--- config.mk ---
export PLATFORM = sky130hd
export DESIGN_NAME = touch_sample_conditioner_core
export DESIGN_NICKNAME = d
export VERILOG_FILES = /design/src/design/tsc_pkg.sv /design/src/design/tsc_fault_mon.sv /design/src/design/tsc_avg_filter.sv /design/src/design/tsc_touch_track.sv /design/src/design/tsc_out_fifo.sv /design/src/design/touch_sample_conditioner_core.sv
export SDC_FILE = /design/constraint.sdc
export NUM_CORES = 2
export LEC_CHECK = 0
export BUFFER_PORTS_ARGS = -buffer_cell sky130_fd_sc_hd__buf_2
export CAP_MARGIN = 20
export CORE_UTILIZATION = 50
export DETAILED_ROUTE_END_ITERATION = 12
export PLACE_DENSITY = 0.72
export SLEW_MARGIN = 25
export SYNTH_ARGS = -nofsm -noshare
export SYNTH_HDL_FRONTEND = slang
export SYNTH_HIERARCHICAL = 1
export SYNTH_SLANG_ARGS = --single-unit
export TNS_END_PERCENT = 100
--- constraint.sdc ---
create_clock -name clk_i -period 10.19 [get_ports clk_i]
set_input_delay 0.5095 -clock clk_i [delete_from_list [all_inputs] [get_ports clk_i]]
set_output_delay 0.5095 -clock clk_i [all_outputs]
set_load 0.05 [all_outputs]
--- src/design/tsc_pkg.sv ---
`default_nettype none

package tsc_pkg;

  // configuration register indexes
  localparam int unsigned CFG_IDX_W = 3;

  typedef enum logic [CFG_IDX_W-1:0] {
    REG_BASELINE        = 3'd0,
    REG_TOUCH_LEVEL     = 3'd1,
    REG_NOISE_BAND      = 3'd2,
    REG_DEBOUNCE_LIMIT  = 3'd3,
    REG_IDLE_LIMIT      = 3'd4,
    REG_STUCK_LIMIT     = 3'd5,
    REG_HIGH_RAIL_LIMIT = 3'd6,
    REG_LOW_RAIL_LIMIT  = 3'd7
  } cfg_reg_e;

  // counter and limit widths
  localparam int unsigned DEB_W   = 4;
  localparam int unsigned IDLE_W  = 10;
  localparam int unsigned STUCK_W = 10;
  localparam int unsigned RAIL_W  = 8;

  // reset values of the limit registers
  localparam int unsigned      TOUCH_LEVEL_RST = 100;
  localparam int unsigned      NOISE_BAND_RST  = 30;
  localparam logic [DEB_W-1:0]   DEB_RST   = 4'd3;
  localparam logic [IDLE_W-1:0]  IDLE_RST  = 10'd100;
  localparam logic [STUCK_W-1:0] STUCK_RST = 10'd300;
  localparam logic [RAIL_W-1:0]  RAIL_RST  = 8'd50;

  // filter coefficient, q16
  localparam int unsigned ALPHA_Q16 = 13107;

  // result buffer
  localparam int unsigned OUT_DEPTH = 8;
  localparam int unsigned OUT_PTR_W = 3;
  localparam int unsigned OCC_W     = 4;

  // per-item control flags that ride along the pipeline
  typedef struct packed {
    logic vld;
    logic upd;
    logic fault;
  } ctl_t;

endpackage

`default_nettype wire

--- src/design/tsc_fault_mon.sv ---
`default_nettype none

module tsc_fault_mon #(
  parameter int unsigned SB = 12
) (
  input  wire                            clk_i,
  input  wire                            rst_ni,
  input  wire                            accept_i,
  input  wire  [SB-1:0]                  sample_i,
  input  wire                            load_i,
  input  wire  [tsc_pkg::STUCK_W-1:0]    stuck_limit_i,
  input  wire  [tsc_pkg::RAIL_W-1:0]     high_limit_i,
  input  wire  [tsc_pkg::RAIL_W-1:0]     low_limit_i,
  output logic                           fault_o
);
  import tsc_pkg::*;

  logic [SB-1:0]      prev_q;
  logic [STUCK_W-1:0] same_q, same_d;
  logic [RAIL_W-1:0]  high_q, high_d;
  logic [RAIL_W-1:0]  low_q, low_d;
  logic               fault_q, fault_d;

  always_comb begin
    if (sample_i == prev_q) begin
      same_d = (same_q == '1) ? same_q : same_q + 1'b1;
    end else begin
      same_d = '0;
    end
    if (sample_i == '1) begin
      high_d = (high_q == '1) ? high_q : high_q + 1'b1;
    end else begin
      high_d = '0;
    end
    if (sample_i == '0) begin
      low_d = (low_q == '1) ? low_q : low_q + 1'b1;
    end else begin
      low_d = '0;
    end
    // a cleared run count never exceeds its limit
    fault_d = fault_q | (same_d > stuck_limit_i) | (high_d > high_limit_i)
            | (low_d > low_limit_i);
  end

  assign fault_o = fault_d;

  always_ff @(posedge clk_i or negedge rst_ni) begin
    if (!rst_ni) begin
      prev_q  <= '0;
      same_q  <= '0;
      high_q  <= '0;
      low_q   <= '0;
      fault_q <= 1'b0;
    end else if (load_i) begin
      same_q  <= '0;
      high_q  <= '0;
      low_q   <= '0;
      fault_q <= 1'b0;
    end else if (accept_i) begin
      prev_q  <= sample_i;
      same_q  <= same_d;
      high_q  <= high_d;
      low_q   <= low_d;
      fault_q <= fault_d;
    end
  end

endmodule

`default_nettype wire

--- src/design/tsc_avg_filter.sv ---
`default_nettype none

module tsc_avg_filter #(
  parameter int unsigned SB = 12,
  parameter int unsigned W  = 20
) (
  input  wire                  clk_i,
  input  wire                  rst_ni,
  input  tsc_pkg::ctl_t        ctl_in_i,
  input  tsc_pkg::ctl_t        ctl0_i,
  input  tsc_pkg::ctl_t        ctl1_i,
  input  tsc_pkg::ctl_t        ctl2_i,
  input  wire  [SB-1:0]        sample_i,
  input  wire                  load_i,
  input  wire  [SB-1:0]        load_val_i,
  input  wire  [SB-1:0]        baseline_i,
  output logic [SB-1:0]        avg_o,
  output logic [SB-1:0]        smooth_o
);
  import tsc_pkg::*;

  localparam int unsigned SLOT_W    = (W > 1) ? $clog2(W) : 1;
  localparam int unsigned SUM_W     = SB + $clog2(W);
  localparam int unsigned DIV_SHIFT = SUM_W + $clog2(W);
  localparam int unsigned K_W       = SUM_W + 2;
  localparam int unsigned PROD_W    = SUM_W + K_W;
  // ceil(2^DIV_SHIFT / W): exact quotient for every sum below 2^SUM_W
  localparam longint unsigned DIV_K_L =
    ((longint'(1) << DIV_SHIFT) + longint'(W) - 1) / longint'(W);
  localparam logic [K_W-1:0]    DIV_K     = K_W'(DIV_K_L);
  localparam logic [SLOT_W-1:0] LAST_SLOT = SLOT_W'(W - 1);
  localparam logic signed [SB+16:0] ALPHA_S = (SB+17)'(ALPHA_Q16);

  // window storage, entries not yet written read as the baseline
  logic [SB-1:0]     win_mem [W];
  logic [W-1:0]      win_vld_q;

  logic [SLOT_W-1:0] slot_q;
  logic [SLOT_W-1:0] s0_slot_q;
  logic [SB-1:0]     s0_sample_q;
  logic [SB-1:0]     rd_data_q;
  logic              rd_vld_q;
  logic              fwd_q;
  logic [SB-1:0]     fwd_data_q;
  logic [SB-1:0]     old_val;
  logic              wr_en;

  logic [SUM_W-1:0]  sum_q;
  logic [PROD_W-1:0] div_prod;
  logic [SB-1:0]     avg_q;
  logic [SB-1:0]     avg3_q;

  logic [SB-1:0]          f_q, f_d;
  logic signed [SB:0]     diff;
  logic signed [SB+16:0]  diff_ext;
  logic signed [SB+16:0]  ema_prod;
  logic signed [SB+16:0]  ema_step;

  assign wr_en = ctl0_i.vld & ctl0_i.upd;

  // read at accept, write in the cycle after
  always_ff @(posedge clk_i) begin
    if (wr_en) begin
      win_mem[s0_slot_q] <= s0_sample_q;
    end
    if (ctl_in_i.vld) begin
      rd_data_q   <= win_mem[slot_q];
      s0_sample_q <= sample_i;
      s0_slot_q   <= slot_q;
      fwd_data_q  <= s0_sample_q;
    end
  end

  always_ff @(posedge clk_i or negedge rst_ni) begin
    if (!rst_ni) begin
      win_vld_q <= '0;
      slot_q    <= '0;
      rd_vld_q  <= 1'b0;
      fwd_q     <= 1'b0;
    end else if (load_i) begin
      win_vld_q <= '0;
      slot_q    <= '0;
    end else begin
      if (wr_en) begin
        win_vld_q[s0_slot_q] <= 1'b1;
      end
      if (ctl_in_i.vld) begin
        rd_vld_q <= win_vld_q[s0_slot_q == slot_q ? s0_slot_q : slot_q];
        // same entry written on the read edge: take the new sample
        fwd_q    <= wr_en && (s0_slot_q == slot_q);
        if (ctl_in_i.upd) begin
          slot_q <= (slot_q == LAST_SLOT) ? '0 : slot_q + 1'b1;
        end
      end
    end
  end

  assign old_val = fwd_q ? fwd_data_q : (rd_vld_q ? rd_data_q : baseline_i);

  always_ff @(posedge clk_i or negedge rst_ni) begin
    if (!rst_ni) begin
      sum_q <= '0;
    end else if (load_i) begin
      sum_q <= SUM_W'(load_val_i) * SUM_W'(W);
    end else if (wr_en) begin
      sum_q <= sum_q - SUM_W'(old_val) + SUM_W'(s0_sample_q);
    end
  end

  // divide by the window length through a reciprocal multiply
  assign div_prod = PROD_W'(sum_q) * PROD_W'(DIV_K);

  always_ff @(posedge clk_i) begin
    if (ctl1_i.vld) begin
      avg_q <= div_prod[DIV_SHIFT +: SB];
    end
    if (ctl2_i.vld) begin
      avg3_q <= avg_q;
    end
  end

  // f + floor(alpha * (avg - f) / 2^16)
  always_comb begin
    diff     = $signed({1'b0, avg_q}) - $signed({1'b0, f_q});
    diff_ext = {{16{diff[SB]}}, diff};
    ema_prod = diff_ext * ALPHA_S;
    ema_step = ema_prod >>> 16;
    f_d      = f_q + ema_step[SB-1:0];
  end

  always_ff @(posedge clk_i or negedge rst_ni) begin
    if (!rst_ni) begin
      f_q <= '0;
    end else if (load_i) begin
      f_q <= load_val_i;
    end else if (ctl2_i.vld && ctl2_i.upd) begin
      f_q <= f_d;
    end
  end

  assign avg_o    = avg3_q;
  assign smooth_o = f_q;

endmodule

`default_nettype wire

--- src/design/tsc_touch_track.sv ---
`default_nettype none

module tsc_touch_track #(
  parameter int unsigned SB = 12
) (
  input  wire                          clk_i,
  input  wire                          rst_ni,
  input  tsc_pkg::ctl_t                ctl_i,
  input  wire                          load_i,
  input  wire  [SB-1:0]                smooth_i,
  input  wire  [SB-1:0]                baseline_i,
  input  wire  [SB-1:0]                touch_level_i,
  input  wire  [SB-1:0]                noise_band_i,
  input  wire  [tsc_pkg::DEB_W-1:0]    debounce_limit_i,
  input  wire  [tsc_pkg::IDLE_W-1:0]   idle_limit_i,
  output logic                         event_o,
  output logic                         saving_o,
  output logic                         lock_o
);
  import tsc_pkg::*;

  logic [IDLE_W-1:0] idle_q, idle_d;
  logic              saving_q, saving_d;
  logic [DEB_W-1:0]  touched_q, touched_d;
  logic [DEB_W-1:0]  released_q, released_d;
  logic              lock_q, lock_d;
  logic              evt;
  logic [SB-1:0]     gap;
  logic              near;
  logic              below;

  always_comb begin
    gap   = (smooth_i >= baseline_i) ? smooth_i - baseline_i : baseline_i - smooth_i;
    near  = gap <= noise_band_i;
    below = smooth_i < touch_level_i;

    idle_d     = idle_q;
    saving_d   = saving_q;
    touched_d  = touched_q;
    released_d = released_q;
    lock_d     = lock_q;
    evt        = 1'b0;

    if (ctl_i.upd) begin
      // idle tracking
      if (!saving_q) begin
        if (near) begin
          idle_d = (idle_q == '1) ? idle_q : idle_q + 1'b1;
          if (idle_d >= idle_limit_i) begin
            saving_d = 1'b1;
          end
        end else begin
          idle_d = '0;
        end
      end else if (below) begin
        saving_d = 1'b0;
        idle_d   = '0;
      end

      // debounce with release lock
      if (!lock_q) begin
        if (below && !near) begin
          touched_d  = (touched_q == '1) ? touched_q : touched_q + 1'b1;
          released_d = '0;
          if (touched_d >= debounce_limit_i) begin
            evt = 1'b1;
          end
        end else begin
          released_d = (released_q == '1) ? released_q : released_q + 1'b1;
          if (released_d >= debounce_limit_i) begin
            touched_d  = '0;
            released_d = debounce_limit_i;
          end
        end
        if (evt) begin
          touched_d  = '0;
          released_d = '0;
          lock_d     = 1'b1;
        end
      end else if (!below) begin
        lock_d     = 1'b0;
        touched_d  = '0;
        released_d = '0;
      end
    end
  end

  assign event_o  = evt;
  assign saving_o = saving_d;
  assign lock_o   = lock_d;

  always_ff @(posedge clk_i or negedge rst_ni) begin
    if (!rst_ni) begin
      idle_q     <= '0;
      saving_q   <= 1'b0;
      touched_q  <= '0;
      released_q <= '0;
      lock_q     <= 1'b0;
    end else if (load_i) begin
      idle_q   <= '0;
      saving_q <= 1'b0;
    end else if (ctl_i.vld) begin
      idle_q     <= idle_d;
      saving_q   <= saving_d;
      touched_q  <= touched_d;
      released_q <= released_d;
      lock_q     <= lock_d;
    end
  end

endmodule

`default_nettype wire

--- src/design/tsc_out_fifo.sv ---
`default_nettype none

module tsc_out_fifo #(
  parameter int unsigned WIDTH = 28
) (
  input  wire                         clk_i,
  input  wire                         rst_ni,
  input  wire                         push_i,
  input  wire  [WIDTH-1:0]            data_i,
  input  wire                         pop_i,
  output logic [WIDTH-1:0]            data_o,
  output logic                        valid_o,
  output logic [tsc_pkg::OCC_W-1:0]   level_o
);
  import tsc_pkg::*;

  logic [WIDTH-1:0]     buf_q [OUT_DEPTH];
  logic [OUT_PTR_W-1:0] wr_ptr_q;
  logic [OUT_PTR_W-1:0] rd_ptr_q;
  logic [OCC_W-1:0]     cnt_q;
  logic                 do_pop;

  assign valid_o = cnt_q != '0;
  assign do_pop  = pop_i && valid_o;
  assign data_o  = buf_q[rd_ptr_q];
  assign level_o = cnt_q;

  always_ff @(posedge clk_i) begin
    if (push_i) begin
      buf_q[wr_ptr_q] <= data_i;
    end
  end

  always_ff @(posedge clk_i or negedge rst_ni) begin
    if (!rst_ni) begin
      wr_ptr_q <= '0;
      rd_ptr_q <= '0;
      cnt_q    <= '0;
    end else begin
      if (push_i) begin
        wr_ptr_q <= wr_ptr_q + 1'b1;
      end
      if (do_pop) begin
        rd_ptr_q <= rd_ptr_q + 1'b1;
      end
      cnt_q <= cnt_q + OCC_W'(push_i) - OCC_W'(do_pop);
    end
  end

endmodule

`default_nettype wire

--- src/design/touch_sample_conditioner_core.sv ---
// touch sample conditioner
// input channel: in_valid_i / in_stall_o with one raw sample per beat
// output channel: out_valid_o / out_stall_i, exactly one result beat per input beat,
// in order: fault, touch_event, power_save, awaiting_release, average, smoothed
// configuration: cfg_we_i writes cfg_data_i into the register cfg_idx_i. write
// only while no beats are in flight. a baseline write reloads the
// window, sum and filter on the spot (per-entry valid bits, no clearing pass)
// throughput: one beat per cycle while in_stall_o is low. the filter recurrence
// closes through one multiplier and the f_q register, and the window memory is read
// the cycle the sample is accepted, written back the next
// path: the accepting edge loads ctl_q[0], the beat moves on to ctl_q[3] and is pushed into the result buffer
// stall: up to 8 beats (pipeline plus result buffer) can be in flight; in_stall_o
// rises once 8 are held, so a stalled receiver never drops or repeats a beat
// reset: registers take their documented defaults, window reads as baseline 0,
// counters, fault, power save and release lock clear
`default_nettype none

module touch_sample_conditioner_core #(
  parameter int unsigned WINDOW_LEN  = 20,
  parameter int unsigned SAMPLE_BITS = 12
) (
  input  wire                              clk_i,
  input  wire                              rst_ni,
  // sample channel
  input  wire                              in_valid_i,
  output logic                             in_stall_o,
  input  wire  [SAMPLE_BITS-1:0]           sample_i,
  // result channel
  output logic                             out_valid_o,
  input  wire                              out_stall_i,
  output logic                             fault_o,
  output logic                             touch_event_o,
  output logic                             power_save_o,
  output logic                             awaiting_release_o,
  output logic [SAMPLE_BITS-1:0]           average_o,
  output logic [SAMPLE_BITS-1:0]           smoothed_o,
  // configuration
  input  wire                              cfg_we_i,
  input  wire  [tsc_pkg::CFG_IDX_W-1:0]    cfg_idx_i,
  input  wire  [((SAMPLE_BITS > 10) ? SAMPLE_BITS : 10)-1:0] cfg_data_i
);
  import tsc_pkg::*;

  localparam int unsigned SB         = SAMPLE_BITS;
  localparam int unsigned RES_W      = 4 + 2 * SB;
  localparam int unsigned CTL_STAGES = 4;

  // configuration registers
  logic [SB-1:0]      baseline_q;
  logic [SB-1:0]      touch_level_q;
  logic [SB-1:0]      noise_band_q;
  logic [DEB_W-1:0]   debounce_limit_q;
  logic [IDLE_W-1:0]  idle_limit_q;
  logic [STUCK_W-1:0] stuck_limit_q;
  logic [RAIL_W-1:0]  high_limit_q;
  logic [RAIL_W-1:0]  low_limit_q;
  logic               load;

  // handshake and occupancy
  logic               accept;
  logic               take;
  logic [OCC_W-1:0]   occ_q;

  // pipeline control
  ctl_t               ctl_in;
  ctl_t               ctl_q [CTL_STAGES];
  logic               fault_n;

  // datapath
  logic [SB-1:0]      avg;
  logic [SB-1:0]      smooth;
  logic               evt;
  logic               saving;
  logic               lock;
  logic [RES_W-1:0]   res_in;
  logic [RES_W-1:0]   res_out;
  logic [OCC_W-1:0]   fifo_level;

  assign load = cfg_we_i && (cfg_reg_e'(cfg_idx_i) == REG_BASELINE);

  always_ff @(posedge clk_i or negedge rst_ni) begin
    if (!rst_ni) begin
      baseline_q       <= '0;
      touch_level_q    <= SB'(TOUCH_LEVEL_RST);
      noise_band_q     <= SB'(NOISE_BAND_RST);
      debounce_limit_q <= DEB_RST;
      idle_limit_q     <= IDLE_RST;
      stuck_limit_q    <= STUCK_RST;
      high_limit_q     <= RAIL_RST;
      low_limit_q      <= RAIL_RST;
    end else if (cfg_we_i) begin
      unique case (cfg_reg_e'(cfg_idx_i))
        REG_BASELINE:        baseline_q       <= cfg_data_i[SB-1:0];
        REG_TOUCH_LEVEL:     touch_level_q    <= cfg_data_i[SB-1:0];
        REG_NOISE_BAND:      noise_band_q     <= cfg_data_i[SB-1:0];
        REG_DEBOUNCE_LIMIT:  debounce_limit_q <= cfg_data_i[DEB_W-1:0];
        REG_IDLE_LIMIT:      idle_limit_q     <= cfg_data_i[IDLE_W-1:0];
        REG_STUCK_LIMIT:     stuck_limit_q    <= cfg_data_i[STUCK_W-1:0];
        REG_HIGH_RAIL_LIMIT: high_limit_q     <= cfg_data_i[RAIL_W-1:0];
        REG_LOW_RAIL_LIMIT:  low_limit_q      <= cfg_data_i[RAIL_W-1:0];
      endcase
    end
  end

  // credit scheme: every beat in the pipe has a reserved buffer slot, so the
  // pipe itself never stalls
  assign in_stall_o = occ_q == OCC_W'(OUT_DEPTH);
  assign accept     = in_valid_i && !in_stall_o;
  assign take       = out_valid_o && !out_stall_i;

  always_ff @(posedge clk_i or negedge rst_ni) begin
    if (!rst_ni) begin
      occ_q <= '0;
    end else begin
      occ_q <= occ_q + OCC_W'(accept) - OCC_W'(take);
    end
  end

  // fault run counters, resolved on the accepting edge
  tsc_fault_mon #(
    .SB (SB)
  ) u_fault (
    .clk_i         (clk_i),
    .rst_ni        (rst_ni),
    .accept_i      (accept),
    .sample_i      (sample_i),
    .load_i        (load),
    .stuck_limit_i (stuck_limit_q),
    .high_limit_i  (high_limit_q),
    .low_limit_i   (low_limit_q),
    .fault_o       (fault_n)
  );

  // a faulted beat only carries the held state through
  assign ctl_in = '{vld: accept, upd: !fault_n, fault: fault_n};

  always_ff @(posedge clk_i or negedge rst_ni) begin
    if (!rst_ni) begin
      for (int i = 0; i < CTL_STAGES; i++) begin
        ctl_q[i] <= '0;
      end
    end else begin
      ctl_q[0] <= ctl_in;
      for (int i = 1; i < CTL_STAGES; i++) begin
        ctl_q[i] <= ctl_q[i-1];
      end
    end
  end

  // window memory, running sum, divide and exponential filter
  tsc_avg_filter #(
    .SB (SB),
    .W  (WINDOW_LEN)
  ) u_avg (
    .clk_i      (clk_i),
    .rst_ni     (rst_ni),
    .ctl_in_i   (ctl_in),
    .ctl0_i     (ctl_q[0]),
    .ctl1_i     (ctl_q[1]),
    .ctl2_i     (ctl_q[2]),
    .sample_i   (sample_i),
    .load_i     (load),
    .load_val_i (cfg_data_i[SB-1:0]),
    .baseline_i (baseline_q),
    .avg_o      (avg),
    .smooth_o   (smooth)
  );

  // idle tracking and touch debounce on the new filter value
  tsc_touch_track #(
    .SB (SB)
  ) u_touch (
    .clk_i            (clk_i),
    .rst_ni           (rst_ni),
    .ctl_i            (ctl_q[3]),
    .load_i           (load),
    .smooth_i         (smooth),
    .baseline_i       (baseline_q),
    .touch_level_i    (touch_level_q),
    .noise_band_i     (noise_band_q),
    .debounce_limit_i (debounce_limit_q),
    .idle_limit_i     (idle_limit_q),
    .event_o          (evt),
    .saving_o         (saving),
    .lock_o           (lock)
  );

  assign res_in = {ctl_q[3].fault, evt, saving, lock, avg, smooth};

  // result buffer decouples the receiver from the pipe
  tsc_out_fifo #(
    .WIDTH (RES_W)
  ) u_out (
    .clk_i   (clk_i),
    .rst_ni  (rst_ni),
    .push_i  (ctl_q[3].vld),
    .data_i  (res_in),
    .pop_i   (!out_stall_i),
    .data_o  (res_out),
    .valid_o (out_valid_o),
    .level_o (fifo_level)
  );

  assign fault_o            = res_out[RES_W-1];
  assign touch_event_o      = res_out[RES_W-2];
  assign power_save_o       = res_out[RES_W-3];
  assign awaiting_release_o = res_out[RES_W-4];
  assign average_o          = res_out[2*SB-1:SB];
  assign smoothed_o         = res_out[SB-1:0];

  // credit count matches beats in the pipe plus beats buffered
  assert property (@(posedge clk_i) disable iff (!rst_ni)
    int'(occ_q) == $countones({ctl_q[3].vld, ctl_q[2].vld, ctl_q[1].vld, ctl_q[0].vld})
                   + int'(fifo_level))
    else $error("occupancy count out of step with pipeline and buffer");

  // a beat leaving the pipe always finds room
  assert property (@(posedge clk_i) disable iff (!rst_ni)
    ctl_q[3].vld |-> (fifo_level < OCC_W'(OUT_DEPTH)))
    else $error("result buffer overflow");

  // the fault latch cannot drop between beats without a reload
  assert property (@(posedge clk_i) disable iff (!rst_ni)
    (ctl_q[1].vld && ctl_q[0].vld && ctl_q[1].fault) |-> ctl_q[0].fault)
    else $error("fault latch dropped between beats");

  // a confirmed touch always arms the release lock
  assert property (@(posedge clk_i) disable iff (!rst_ni)
    (out_valid_o && touch_event_o) |-> awaiting_release_o)
    else $error("touch event without release lock");

endmodule

`default_nettype wire
==> impl_metrics.ini <==
[outcome]
outcome = finished, final reports clean

[placed_design]
dp.cells = 4325
port_buffers = 61
dp_hpwl_mm = 62.6
place_congestion = 0.893

[yosys]
synth_top_area_frac = 0.373
yosysMostFrequentCell = edfxtp_1
ys_top_cells_by_area = edfxtp_1, ha_1, dfrtp_1, mux4_2, fa_1
yosys_warnings = 6
synthArstFlopShare = 0.291
syn-num-nets = 3752
synth_edf_count = 529
netlist_instances = 3183
synth.avg_cell_area_sq_um = 13.4
synth_seq_area_share = 0.501
yosys.area.top_type = edfxtp_1
synth_area_sq_um = 42600
ys_types = 91
synth_seq_cells = 746
synth_ff_type = edfxtp_1
ys_top_cells_by_count = edfxtp_1, inv_1, ha_1, dfrtp_1, nor2_1

[cts]
cts_tree = yes
cts_buffers = 72
post_cts_resized = 0
clk_latency_ps = 620
clkTransAtPathRegs_ps = 60
htree_levels = 3
cts.sinks = 746
cts.path.max_buffers = 3
clockRootBuffer = clkbuf_16

[grt]
grt_overflow = 0
grt_max_degree = 100
track_usage = 0.214
antenna_found_initial = 0
first_global_vias = 25900
grt_pass1_wl_mm = 144

[setup_path]
crit_type = register to register
worstPathRequired_ps = 10730
crit_arrival_ps = 9660
endpoint_kind = register
critPathMaxStageDelay_ps = 640
critical_path.endpoint = u_avg/smooth_o[11]$_DFFE_PN0P_
worst_setup_path_start_kind = register
rr_startpoint = u_avg/smooth_o[0]$_DFFE_PN0P_
rrSetupSlack_ps = 1070
crit_slowest_cell = dfrtp_1
r2r-end = u_avg/smooth_o[11]$_DFFE_PN0P_
rr_worst_depth = 34
startpoint = u_avg/smooth_o[0]$_DFFE_PN0P_
path_max_fanout = 14

[layout]
area_growth_pct = 9.43
nets = 3836
fillers = 6721
n_antenna_cell = 0
drive_gt1_frac = 0.165
final_util = 0.555
final-instance-count-excl-fill = 4456

[flow_run]
maxCapViolCount = 0

[route]
ant_nets = 0
drtPass1Iterations = 6
via_per_inst = 5.63
wl_mm = 89.9
drc = 0
avgRoutedWirePerCell_um = 20.2
dr.first_iter.drc_count = 1644
vias = 25100

[die]
die_height_um = 294
pin_count = 62
die_area_sq_um = 86300
start_util = 0.507
coreArea_sq_um = 84000
num_rows = 106
fp.dieW_um = 294

[timing]
fmax_mhz = 110
max-slew-margin-rel = 0.314
setup_viol = 0
fin_skew_ps = 37.8
setup_tns_ps = 0
rsz0062_at_grt = no
worst_pin_slew_ps = 1030
hold_viol = 0
report.final.slew_viol_count = 0
min_period_over_period = 0.895
layout_min_cycle_time_ps = 9120

[hold_path]
hold_path_class = input port to register
## repair_timing
item	CTS	global route
endpoints found under the hold margin	72	0
setup buffers	0	0
hold buffers	1	0
## placed cells by master, fill, tap and decap left out, types with 10 or more instances in the layout
cell and count:
mux2_2 125, mux4_2 134, inv_1 399, dfrtp_1 191, nand4_1 34, nand2_1 143, nor2_2 19, mux2i_1 34
a211oi_1 29, edfxtp_1 529, a21oi_1 122, clkbuf_1 12, ha_1 392, a31oi_1 17, o21ai_0 85, nor2b_1 20
buf_2 60, xnor2_1 82, clkinv_1 15, xor2_1 38, nand3_1 42, o21a_1 19, nor2_1 153, clkbuf_16 75
nor3_1 32, fa_1 145, buf_4 31, nand2b_1 14, and2_1 14, and3_1 19, or3_1 15, o31ai_1 10
a21o_1 51, nor3b_1 11, dfstp_2 22
## state kept, by name, indices dropped and copies added (netlist names), 12 cells and up
| name | cells |
|---|---|
| u_avg/avg_o | 12 |
| touch_level_q | 12 |
| u_avg/smooth_o | 12 |
| u_avg/win_vld_q | 20 |
| u_avg/fwd_data_q | 12 |
| ctl_q | 12 |
| baseline_q | 12 |
| u_fault/prev_q | 12 |
| noise_band_q | 12 |
| u_avg/win_mem | 240 |
| u_avg/avg_q | 12 |
| u_avg/rd_data_q | 12 |
| u_avg/sum_q | 17 |
| u_avg/s0_sample_q | 12 |
| u_out/buf_q | 224 |
## worst min-delay path by stage
| stage | slack, ps | depth (start not counted) | endpoint | from |
|---|---|---|---|---|
| 2_1_floorplan | 210 | 0 | baseline_q[0]$_DFFE_PN0P_ | rst_ni |
| 3_3_place_gp | 330 | 0 | ctl_q[3]$_DFF_PN0_ | ctl_q[6]$_DFF_PN0_ |
| 3_5_place_dp | 330 | 0 | ctl_q[3]$_DFF_PN0_ | ctl_q[6]$_DFF_PN0_ |
| 4_1_cts | 120 | 1 | u_avg/s0_sample_q[0]$_DFFE_PP_ | sample_i[0] |
| 5_1_grt | 120 | 1 | u_avg/s0_sample_q[0]$_DFFE_PP_ | sample_i[0] |
| 6_report | 150 | 1 | u_avg/s0_sample_q[3]$_DFFE_PP_ | sample_i[3] |
## metrics by stage
| stage | hold WS, ps | setup WS (ps) | cell area [sq um] |
|---|---|---|---|
| after floorplan | 214 | 1820 | 42600 |
| after global placement | 333 | 1230 | 44200 |
| after detailed placement | 335 | 1090 | 44200 |
| after CTS | 119 | 1030 | 46600 |
| after global routing | 124 | 262 | 46600 |
| final | 150 | 1070 | 46600 |
## metal layers
| layer | share of wire | GRT usage | vias up |
|---|---|---|---|
| li1 | - | - | 11700 |
| met1 | 0.44 | 0.288 | 12600 |
| met2 | 0.50 | 0.362 | 559 |
| met3 | 0.041 | 0.0265 | 150 |
| met4 | 0.028 | 0.0655 | 0 |
| met5 | 0 | 0 | - |
## layout make-up
cell class,count,area (sq um),share of cell area
Inverter,399,1500,0.0321
Timing Repair Buffer,94,586,0.0126
Multi-Input combinational cell,1954,19400,0.417
Tap cell,1134,1420,0.0304
Clock buffer,90,1960,0.0421
Clock inverter,39,355,0.00763
Sequential cell,746,21400,0.458
## critical path: cells and delay by family, from the launching register on
kind / cells / cell delay (ps)
AO/OA/AOI/OAI: 10 / 2340
XOR/XNOR: 3 / 630
adder cells (fa/ha/maj): 10 / 3790
buffers and inverters: 4 / 290
flip-flops: 1 / 640
multiplexers: 1 / 100
AND/OR/NAND/NOR: 6 / 1260
## kinds of logic (layout without fill, tap and decap cells)
family          count (synthesis)  in the layout  synth area share
simple gates                  563            563            0.0647
xor+xnor                      120            120            0.0247
flops                         746            746             0.501
fa+ha+maj                     537            537             0.183
mux                           294            294             0.112
compound gates                440            440            0.0690
buf+inv                       483            622            0.0448
Power is not shown: default switching activity piles up to over one toggle a cycle in this logic, so the estimate is an artifact.
